`config.mk`:
```
export PLATFORM = sky130hd
export DESIGN_NAME = sorted_priority_task_queue_unit
export DESIGN_NICKNAME = d
export VERILOG_FILES = /design/src/sptq_pkg.sv /design/src/sptq_ram.sv /design/src/sptq_seq.sv /design/src/sorted_priority_task_queue_unit.sv
export SDC_FILE = /design/constraint.sdc
export NUM_CORES = 1
export LEC_CHECK = 0
export ABC_AREA = 1
export BUFFER_PORTS_ARGS = -buffer_cell sky130_fd_sc_hd__buf_2
export CORE_MARGIN = 2
export CORE_UTILIZATION = 35
export DETAILED_ROUTE_END_ITERATION = 10
export GPL_ROUTABILITY_DRIVEN = 0
export PLACE_DENSITY_LB_ADDON = 0.05
export SLEW_MARGIN = 20
export SYNTH_ARGS = -nofsm -noshare
export SYNTH_HDL_FRONTEND = slang
export SYNTH_SLANG_ARGS = --single-unit
```
`constraint.sdc`:
```
create_clock -name i_clk -period 3.78 [get_ports i_clk]
set_clock_uncertainty 0.15 [all_clocks]
set_input_delay 0.756 -clock i_clk [delete_from_list [all_inputs] [get_ports i_clk]]
set_output_delay 0.756 -clock i_clk [all_outputs]
set_load 0.005 [all_outputs]
```
`src/sptq_pkg.sv`:
```
`timescale 1ns / 1ps
// ----------------------------------------------------------------------------
// sptq_pkg: shared types and constants of the sorted priority task queue
// Holds the command and status codes, the stored entry layout and the
// result record passed from the sequencer to the output stage.
// ----------------------------------------------------------------------------
package sptq_pkg;

    // Default number of queue slots.
    localparam int QUEUE_DEPTH_DEF = 16;

    // Field widths fixed by the interface.
    localparam int TASK_W   = 8;
    localparam int PRIO_W   = 8;
    localparam int STATUS_W = 2;
    localparam int COUNT_W  = 5;

    // Command codes carried on the input tuser bit.
    localparam logic CMD_INSERT = 1'b0;
    localparam logic CMD_POP    = 1'b1;

    // Result status codes.
    typedef enum logic [STATUS_W-1:0] {
        ST_DONE  = 2'd0,
        ST_FULL  = 2'd1,
        ST_EMPTY = 2'd2
    } t_status;

    // One stored queue entry.
    typedef struct packed {
        logic [TASK_W-1:0] task_id;
        logic [PRIO_W-1:0] prio;
    } t_entry;

    // One result record.
    typedef struct packed {
        logic [TASK_W-1:0]  out_task;
        logic [PRIO_W-1:0]  out_priority;
        t_status            status;
        logic [COUNT_W-1:0] entry_count;
    } t_result;

endpackage

```
`src/sptq_ram.sv`:
```
`timescale 1ns / 1ps
// ----------------------------------------------------------------------------
// sptq_ram: generic simple dual-port RAM
// One write port and one read port, read data registered.
// ----------------------------------------------------------------------------
module sptq_ram #(
    parameter int WIDTH = 16,
    parameter int DEPTH = 16
) (
    input  logic                     i_clk,
    input  logic                     i_we,
    input  logic [$clog2(DEPTH)-1:0] i_waddr,
    input  logic [WIDTH-1:0]         i_wdata,
    input  logic [$clog2(DEPTH)-1:0] i_raddr,
    output logic [WIDTH-1:0]         o_rdata
);

    logic [WIDTH-1:0] r_mem [DEPTH];
    logic [WIDTH-1:0] r_rdata;

    always_ff @(posedge i_clk) begin
        if (i_we) begin
            r_mem[i_waddr] <= i_wdata;
        end
        r_rdata <= r_mem[i_raddr];
    end

    assign o_rdata = r_rdata;

endmodule

```
`src/sptq_seq.sv`:
```
`timescale 1ns / 1ps
// ----------------------------------------------------------------------------
// sptq_seq: queue sequencer
// Walks the entry memory one slot at a time through a single priority
// comparator, shifting entries to open or close a gap, and tracks occupancy.
// ----------------------------------------------------------------------------
module sptq_seq #(
    parameter int QUEUE_DEPTH = sptq_pkg::QUEUE_DEPTH_DEF
) (
    input  logic                          i_clk,
    input  logic                          i_rst_n,
    // command side
    input  logic                          i_cmd_valid,
    output logic                          o_cmd_ready,
    input  logic                          i_cmd,
    input  logic [sptq_pkg::TASK_W-1:0]   i_task_id,
    input  logic [sptq_pkg::PRIO_W-1:0]   i_task_priority,
    // result side
    output logic                          o_res_valid,
    input  logic                          i_res_ready,
    output sptq_pkg::t_result             o_res
);

    localparam int IW = $clog2(QUEUE_DEPTH);
    localparam int CW = $clog2(QUEUE_DEPTH + 1);
    localparam int EW = $bits(sptq_pkg::t_entry);

    typedef enum logic [4:0] {
        S_IDLE = 5'b00001,
        S_RD   = 5'b00010,
        S_EX   = 5'b00100,
        S_PUT  = 5'b01000,
        S_DONE = 5'b10000
    } t_state;

    t_state                        r_state, n_state;
    logic [CW-1:0]                 r_occ, n_occ;
    logic [IW-1:0]                 r_idx, n_idx;
    logic                          r_cmd, n_cmd;
    logic [sptq_pkg::TASK_W-1:0]   r_id, n_id;
    logic [sptq_pkg::PRIO_W-1:0]   r_prio, n_prio;
    logic [sptq_pkg::TASK_W-1:0]   r_out_task, n_out_task;
    logic [sptq_pkg::PRIO_W-1:0]   r_out_prio, n_out_prio;
    sptq_pkg::t_status             r_status, n_status;

    logic                          ram_we;
    logic [IW-1:0]                 ram_waddr;
    logic [EW-1:0]                 ram_wdata;
    logic [EW-1:0]                 ram_rdata;
    sptq_pkg::t_entry              rd_entry;
    sptq_pkg::t_entry              new_entry;
    logic [IW-1:0]                 last_idx;

    sptq_ram #(
        .WIDTH (EW),
        .DEPTH (QUEUE_DEPTH)
    ) u_ram (
        .i_clk   (i_clk),
        .i_we    (ram_we),
        .i_waddr (ram_waddr),
        .i_wdata (ram_wdata),
        .i_raddr (r_idx),
        .o_rdata (ram_rdata)
    );

    assign rd_entry  = sptq_pkg::t_entry'(ram_rdata);
    assign new_entry = '{task_id: r_id, prio: r_prio};
    assign last_idx  = IW'(r_occ - CW'(1));

    always_comb begin
        n_state    = r_state;
        n_occ      = r_occ;
        n_idx      = r_idx;
        n_cmd      = r_cmd;
        n_id       = r_id;
        n_prio     = r_prio;
        n_out_task = r_out_task;
        n_out_prio = r_out_prio;
        n_status   = r_status;
        ram_we     = 1'b0;
        ram_waddr  = r_idx;
        ram_wdata  = EW'(new_entry);

        case (r_state)
            S_IDLE: begin
                if (i_cmd_valid) begin
                    n_cmd      = i_cmd;
                    n_id       = i_task_id;
                    n_prio     = i_task_priority;
                    n_out_task = '0;
                    n_out_prio = '0;
                    n_status   = sptq_pkg::ST_DONE;
                    if (i_cmd == sptq_pkg::CMD_INSERT) begin
                        if (r_occ == CW'(QUEUE_DEPTH)) begin
                            n_status = sptq_pkg::ST_FULL;
                            n_state  = S_DONE;
                        end else if (r_occ == '0) begin
                            // Empty queue: the new task becomes the head at once.
                            ram_we    = 1'b1;
                            ram_waddr = '0;
                            ram_wdata = EW'(sptq_pkg::t_entry'{task_id: i_task_id,
                                                              prio: i_task_priority});
                            n_occ     = CW'(1);
                            n_state   = S_DONE;
                        end else begin
                            n_idx   = last_idx;
                            n_state = S_RD;
                        end
                    end else begin
                        if (r_occ == '0) begin
                            n_status = sptq_pkg::ST_EMPTY;
                            n_state  = S_DONE;
                        end else begin
                            n_idx   = '0;
                            n_state = S_RD;
                        end
                    end
                end
            end
            S_RD: begin
                n_state = S_EX;
            end
            S_EX: begin
                if (r_cmd == sptq_pkg::CMD_INSERT) begin
                    // Walk from the tail: shift lower priorities up by one slot.
                    ram_we    = 1'b1;
                    ram_waddr = r_idx + IW'(1);
                    if (rd_entry.prio >= r_prio) begin
                        ram_wdata = EW'(new_entry);
                        n_occ     = r_occ + CW'(1);
                        n_state   = S_DONE;
                    end else begin
                        ram_wdata = EW'(rd_entry);
                        if (r_idx == '0) begin
                            n_state = S_PUT;
                        end else begin
                            n_idx   = r_idx - IW'(1);
                            n_state = S_RD;
                        end
                    end
                end else begin
                    // Walk from the head: take slot zero, move the rest down.
                    if (r_idx == '0) begin
                        n_out_task = rd_entry.task_id;
                        n_out_prio = rd_entry.prio;
                    end else begin
                        ram_we    = 1'b1;
                        ram_waddr = r_idx - IW'(1);
                        ram_wdata = EW'(rd_entry);
                    end
                    if (r_idx == last_idx) begin
                        n_occ   = r_occ - CW'(1);
                        n_state = S_DONE;
                    end else begin
                        n_idx   = r_idx + IW'(1);
                        n_state = S_RD;
                    end
                end
            end
            S_PUT: begin
                ram_we    = 1'b1;
                ram_waddr = '0;
                ram_wdata = EW'(new_entry);
                n_occ     = r_occ + CW'(1);
                n_state   = S_DONE;
            end
            S_DONE: begin
                if (i_res_ready) begin
                    n_state = S_IDLE;
                end
            end
            default: begin
                n_state = S_IDLE;
            end
        endcase
    end

    always_ff @(posedge i_clk) begin
        if (!i_rst_n) begin
            r_state <= S_IDLE;
            r_occ   <= '0;
        end else begin
            r_state <= n_state;
            r_occ   <= n_occ;
        end
        r_idx      <= n_idx;
        r_cmd      <= n_cmd;
        r_id       <= n_id;
        r_prio     <= n_prio;
        r_out_task <= n_out_task;
        r_out_prio <= n_out_prio;
        r_status   <= n_status;
    end

    assign o_cmd_ready = (r_state == S_IDLE);
    assign o_res_valid = (r_state == S_DONE);
    assign o_res       = '{out_task:     r_out_task,
                           out_priority: r_out_prio,
                           status:       r_status,
                           entry_count:  sptq_pkg::COUNT_W'(r_occ)};

endmodule

```
`src/sorted_priority_task_queue_unit.sv`:
```
`timescale 1ns / 1ps
// ----------------------------------------------------------------------------
// sorted_priority_task_queue_unit: sorted ready queue of prioritised tasks
// Keeps task entries in descending priority order and serves inserts and
// pops over a stream interface, one result per command.
// ----------------------------------------------------------------------------
// Each input transfer is one command: insert a task (tuser low) or pop the
// highest priority task (tuser high). Equal priorities are served first come,
// first served. Every command yields exactly one result transfer carrying the
// popped task and priority (zero unless a pop succeeded), a status (done,
// queue full with the insert rejected, or queue empty) and the occupancy after
// the command, taken modulo 32. Commands are handled one at a time: a single
// comparator walks the entry memory one slot at a time, because every slot
// is read through the registered memory port before it can be compared and
// written back. An insert into an empty queue writes the head directly, and
// a rejected insert or an empty pop goes straight to the result; otherwise
// an insert walks from the tail and a pop from the head. The output register
// holds a finished result, so the next command may be transferred while that
// result still waits to be taken. The entry memory needs no clearing after
// reset, as only occupied slots are ever read.
// ----------------------------------------------------------------------------
module sorted_priority_task_queue_unit #(
    parameter int QUEUE_DEPTH = sptq_pkg::QUEUE_DEPTH_DEF
) (
    input  logic        i_clk,
    input  logic        i_rst_n,
    // command stream
    input  logic        i_s_tvalid,
    output logic        o_s_tready,
    input  logic [15:0] i_s_tdata,   // [7:0] task_id, [15:8] task_priority
    input  logic        i_s_tuser,   // [0] cmd
    // result stream
    output logic        o_m_tvalid,
    input  logic        i_m_tready,
    output logic [23:0] o_m_tdata,   // [7:0] out_task, [15:8] out_priority,
                                     // [20:16] entry_count, [23:21] zero
    output logic [1:0]  o_m_tuser    // [1:0] status
);

    logic              res_valid;
    logic              res_ready;
    sptq_pkg::t_result res;

    // Output register: holds one result until the downstream side takes it.
    logic              r_m_valid;
    sptq_pkg::t_result r_m_res;

    sptq_seq #(
        .QUEUE_DEPTH (QUEUE_DEPTH)
    ) u_seq (
        .i_clk           (i_clk),
        .i_rst_n         (i_rst_n),
        .i_cmd_valid     (i_s_tvalid),
        .o_cmd_ready     (o_s_tready),
        .i_cmd           (i_s_tuser),
        .i_task_id       (i_s_tdata[7:0]),
        .i_task_priority (i_s_tdata[15:8]),
        .o_res_valid     (res_valid),
        .i_res_ready     (res_ready),
        .o_res           (res)
    );

    // The register may be refilled in the same cycle as it is emptied.
    assign res_ready = !r_m_valid || i_m_tready;

    always_ff @(posedge i_clk) begin
        if (!i_rst_n) begin
            r_m_valid <= 1'b0;
        end else if (res_ready) begin
            r_m_valid <= res_valid;
        end
        if (res_valid && res_ready) begin
            r_m_res <= res;
        end
    end

    assign o_m_tvalid = r_m_valid;
    assign o_m_tdata  = {3'b000, r_m_res.entry_count, r_m_res.out_priority,
                         r_m_res.out_task};
    assign o_m_tuser  = r_m_res.status;

endmodule
```
Word level (Yosys, flattened, before mapping)

Memories as Yosys holds them, arrays and structs flattened. A register that Yosys moved wholly into a read port is not among the register bits.
Index checks and enable logic that the tools add are counted.

Bits in registers: 73
Bits in writable memories: 256
Input port bits: 21
Output and inout port bits: 28
Word-level logic and storage cells: 113
Memories: 1

Add/sub/neg operators: 4
Order comparisons: 1
Equality and inequality tests: 20
Muxes and demuxes: 61
Reductions and logical operators: 12

Memory list:

| name              | words | width | rd ports | clocked after memory_dff | write ports | RTL line       | RTL |
|---|---|---|---|---|---|---|---|
| u_seq.u_ram.r_mem | 16    | 16    | 1        | 1                        | 1           | sptq_ram.sv:18 | `logic [WIDTH-1:0] r_mem [DEPTH];` |

Operators by type and width:

| operator            | count |
|---|---|
| $mux 16             | 7 |
| $mux 5              | 15 |
| $mux 4              | 15 |
| $mux 8              | 5 |
| $pmux 16 s2         | 1 |
| $pmux 8 s2          | 2 |
| $pmux 5 s5          | 1 |
| $pmux 5 s3          | 1 |
| $pmux 4 s3          | 1 |
| $eq 5x5->1 const B  | 2 |
| $mux 1              | 9 |
| $ne 3x3->1 const B  | 3 |
| $ge 8x8->1          | 1 |
| $ne 2x1->1 const B  | 4 |
| $ne 2x2->1 const B  | 4 |
| $pmux 4 s2          | 1 |
| $reduce_and 7->1    | 1 |
| $reduce_and 6->1    | 1 |
| $add 5x1->5 const B | 1 |
| $eq 5x1->1 const B  | 1 |
| $eq 5x2->1 const B  | 1 |
| $eq 5x3->1 const B  | 1 |
| $eq 5x4->1 const B  | 1 |
| $logic_not 5->1     | 1 |
| 16 further kinds    | 18 |

Depth between registers and ports, before layout

Word-level depth: 8
Depth in mapped cells: 15
Gate-level depth less buffers: 15

Modules after synthesis

A second synthesis with hierarchy kept.

Cells, all modules: 1483
Area, all modules: 15318.4 um^2

Modules (own cells, without submodules):

| module                          | instances | cells an instance | area an instance (um^2) | sequential area each (um^2) |
|---|---|---|---|---|
| sptq_ram                        | 1         | 1074              | 11388.4                 | 8007.7 |
| sptq_seq                        | 1         | 375               | 3161.8                  | 1371.3 |
| sorted_priority_task_queue_unit | 1         | 34                | 768.2                   | 710.7 |

Worst setup path after synthesis

OpenSTA, ideal clock, no wires.

Path type: register to register
From: reg u_seq.r_idx[0]
To: mem u_seq.u_ram.r_mem[4][0] (enable)
Setup time: 0.388 ns
Arrival: 2.775 ns
Data required time: 3.242 ns
Slack: 0.467 ns
Cell stages (with the launch flop): 15
Path buffers: 3
Period minus slack after synthesis: 3.313 ns
Path through: edfxtp_1 buf_2 inv_1 buf_2 buf_2 ha_1 inv_1 nor2_4 nand2_2 nand2_1 o21ai_1 o21ai_0 a21boi_2 nand2_1 nor2_1

Longest elaborated chain between the ends: 6
Elaborated cells on any way between the ends: 15
Classes of those cells: add/sub: 2; mux: 12; reduce/logical: 1

Ends and longest elaborated chain:

| item                                                                | RTL line        | RTL |
|---|---|---|
| start, declared                                                     | sptq_seq.sv:38  | `logic [IW-1:0] r_idx, n_idx;` |
| start signal, assigned                                              | sptq_seq.sv:186 | `r_idx <= n_idx;` |
| parallel branches: the longest is 6 deep, another holds $sub 4x1->4 | --              |  |
| end, declared                                                       | sptq_ram.sv:18  |  |

Several ways; the timed one is not identified.

Worst setup path after layout

From: reg u_seq.r_idx[1]
To: mem u_seq.u_ram.r_mem[3][14] (enable)

The elaborated chain is that of the path after synthesis.

==> reports/results.tsv <==
metric	value	unit
post-synth cell types	42	
Post-Route WL	37800	um
ANT cells	0	
via count	9038	
Sw Share	39.3	%
Post-synth EDFFs	318	
top post-synthesis cells by area	edfxtp_1 68%, o21ai_0 5.9%, nor2_1 5.1%	
DP Area	0.0151	sq mm
Cell Count Post-Placement	1692	
CTS root buf	clkbuf_16	
sw power	5770	uW
Post-Layout Cell Count	1765	
Hold WC Path Type	in2reg	
antenna-violating nets left	0	
fin util	41.2	%
CTS tree	done	
CP Launch Type	flip-flop	
H-tree depth	2	
Post-synth ARST share	0	%
Synth area leader	edfxtp_1	
CP delay by family, top	buffers and inverters	
Final Hold Viols	0	
top post-synthesis cells by count	318 x edfxtp_1, 193 x nor2_1, 167 x o21ai_0	
first-pass GRT wire length	57800	um
status	complete, no violations	
share of layout cells above drive strength 1	16.1	%
NumNets Final	1243	
Internal	8920	uW
CTS-repair resized insts	0	
sequential share of power	38.1	%
Period Utilization, post-route	79.2	%
gr usage total	18.5	%
row count	73	
Fmax achieved	0.334	GHz
CP max stage cell	buf_4	
WP data required	3.86	ns
Mapped Area	0.0141	sq mm
Area Growth Syn to Fin	16.1	%
unrepaired setup endpoints after global routing	no	
Mapped Cells	1136	
Sink Count	345	
Worst-Skew Late Latency	0.56	ns
starting density of the core	35.5	%
Hold Slack	0.250	ns
# Max-Cap Violations	0	
WP data arrival	3.08	ns
Tmin final	2.99	ns
1st-pass router iterations	5	
initial antenna violation count	0	
Combinational Power Share	36.7	%
Synth Register Bits	345	
total CTS buffers	40	
Hold Buf Count CTS	0	
I/O Buffers	45	
total negative slack	0	ns
hpwl dp	24100	um
Worst-path clk slew	0.06	ns
most common cell in the netlist	edfxtp_1	
Final Cell Area	0.0164	sq mm
CP Capture Type	flip-flop	
Synth warnings	0	
total setup buffers inserted after CTS	0	
Slew Limit Fails	0	
worst relative slew slack	33.2	%
crit path max fanout	70	
worst vdd ir	0.000429	V
Tightest Pin Transition	1.00	ns
dominant synthesized flop cell	edfxtp_1	
WL/cell	21.4	um
core footprint	0.0398	sq mm
CP bufs+invs	2	
Ports	49	
CP Class	reg2reg	
post-synthesis sequential area ratio	71.4	%
Yosys top cell area share	67.6	%
clock network power share	25.2	%
setup violators final	0	
die area	0.0420	sq mm
vias per cell	5.12	
PD cells	896	mW/mm^2
Residual DRC	0	
largest net degree at the start of global routing	97	
vias in the first global route	8983	
Die Y-Extent	205	um
initial drt markers	571	
Pleak	0.00572	uW
total grt overflow	0	
CP Cell Sequence	buf_4 -> ha_1 -> xnor2_1 -> nor2_1 -> nor2_1 -> nand2_1 -> nor2_1 -> nand2_1 -> nor2_2 -> buf_4	
clk buf depth	3	
Syn Area/Cell	12.4	sq um
cell repeated most along the worst path	nor2_1	
Die Width	205	um
CP max stage delay	0.64	ns
per-stage QoR:
step	power [uW]	setup WS (ns)
final	14700	0.786
after global routing	15600	0.546
after CTS	14900	0.773
after detailed placement	11200	0.782
after global placement	11200	0.749
after floorplan	8890	0.467
cell families after synthesis:
group                    share of synthesized area (%)
AO/OA/AOI/OAI                                     13.4
XOR/XNOR                                         0.372
adder cells (fa/ha/maj)                           1.15
buffers and inverters                             3.73
flip-flops                                        71.4
other                                           0.0265
AND/OR/NAND/NOR                                   9.90
area by class of cell:
class	instances	area [sq um]
multi-input combinational	667	3570
fill	3809	23400
clock buffer	47	1070
timing repair buffer	97	616
inverter	58	220
sequential	345	10100
clock inverter	26	185
tap	525	657
final timing paths:
kind                            start                  endpoint  slack [ns]  depth (start not counted)
setup / recovery       u_seq.r_idx[1]  u_seq.u_ram.r_mem[3][14]        0.79                         10
hold / removal          i_s_tdata[14]           u_seq.r_prio[6]        0.25                          1
setup reg to reg       u_seq.r_idx[1]  u_seq.u_ram.r_mem[3][14]        0.79                         10
hold reg to reg   u_seq.r_out_task[0]              o_m_tdata[0]        0.26                          0
registers in the layout, indices dropped and copies added (netlist names):
register,cells
u_seq.r_id,8
o_m_tvalid,1
u_seq.u_ram.o_rdata,16
u_seq.r_idx,4
u_seq.r_state,5
u_seq.r_prio,8
u_seq.r_cmd,1
u_seq.u_ram.r_mem,256
u_seq.r_out_task,8
o_m_tuser,2
u_seq.r_status,2
o_m_tdata,21
u_seq.r_occ,5
u_seq.r_out_prio,8
cell usage in the layout, fill, tap and decap left out, drive strengths merged, types with 2 or more instances in the layout:
master	count
nand4	3
nand3	37
clkbuf	47
xor2	4
o22ai	21
clkinv	25
a22oi	16
nor3	2
o211ai	19
xnor2	2
inv	56
o21ai	174
edfxtp	318
nand2	86
bufinv	2
conb	3
nor2	199
a21oi	32
buf	97
ha	13
o221ai	49
dfxtp	27
power by group through the flow:
stage               Sequential [uW]  Combinational (uW)  Clock (uW)
CTS                            5600                5490        3820
floorplan                      5620                3280           0
finish                         5600                5400        3700
global route                   5650                6030        3960
detailed placement             5680                5480           0
global placement               5680                5500           0
routing by layer:
| metal | vias up | global-route usage [%] | share of wire [%] |
|---|---|---|---|
| met4 | 0 | 6.55 | 2.5 |
| li1 | 4334 | - | - |
| met2 | 193 | 27.4 | 44 |
| met1 | 4459 | 27.4 | 49 |
| met3 | 52 | 2.86 | 4.1 |
| met5 | - | 0 | 0 |
Power figures use the tool's default switching activity.
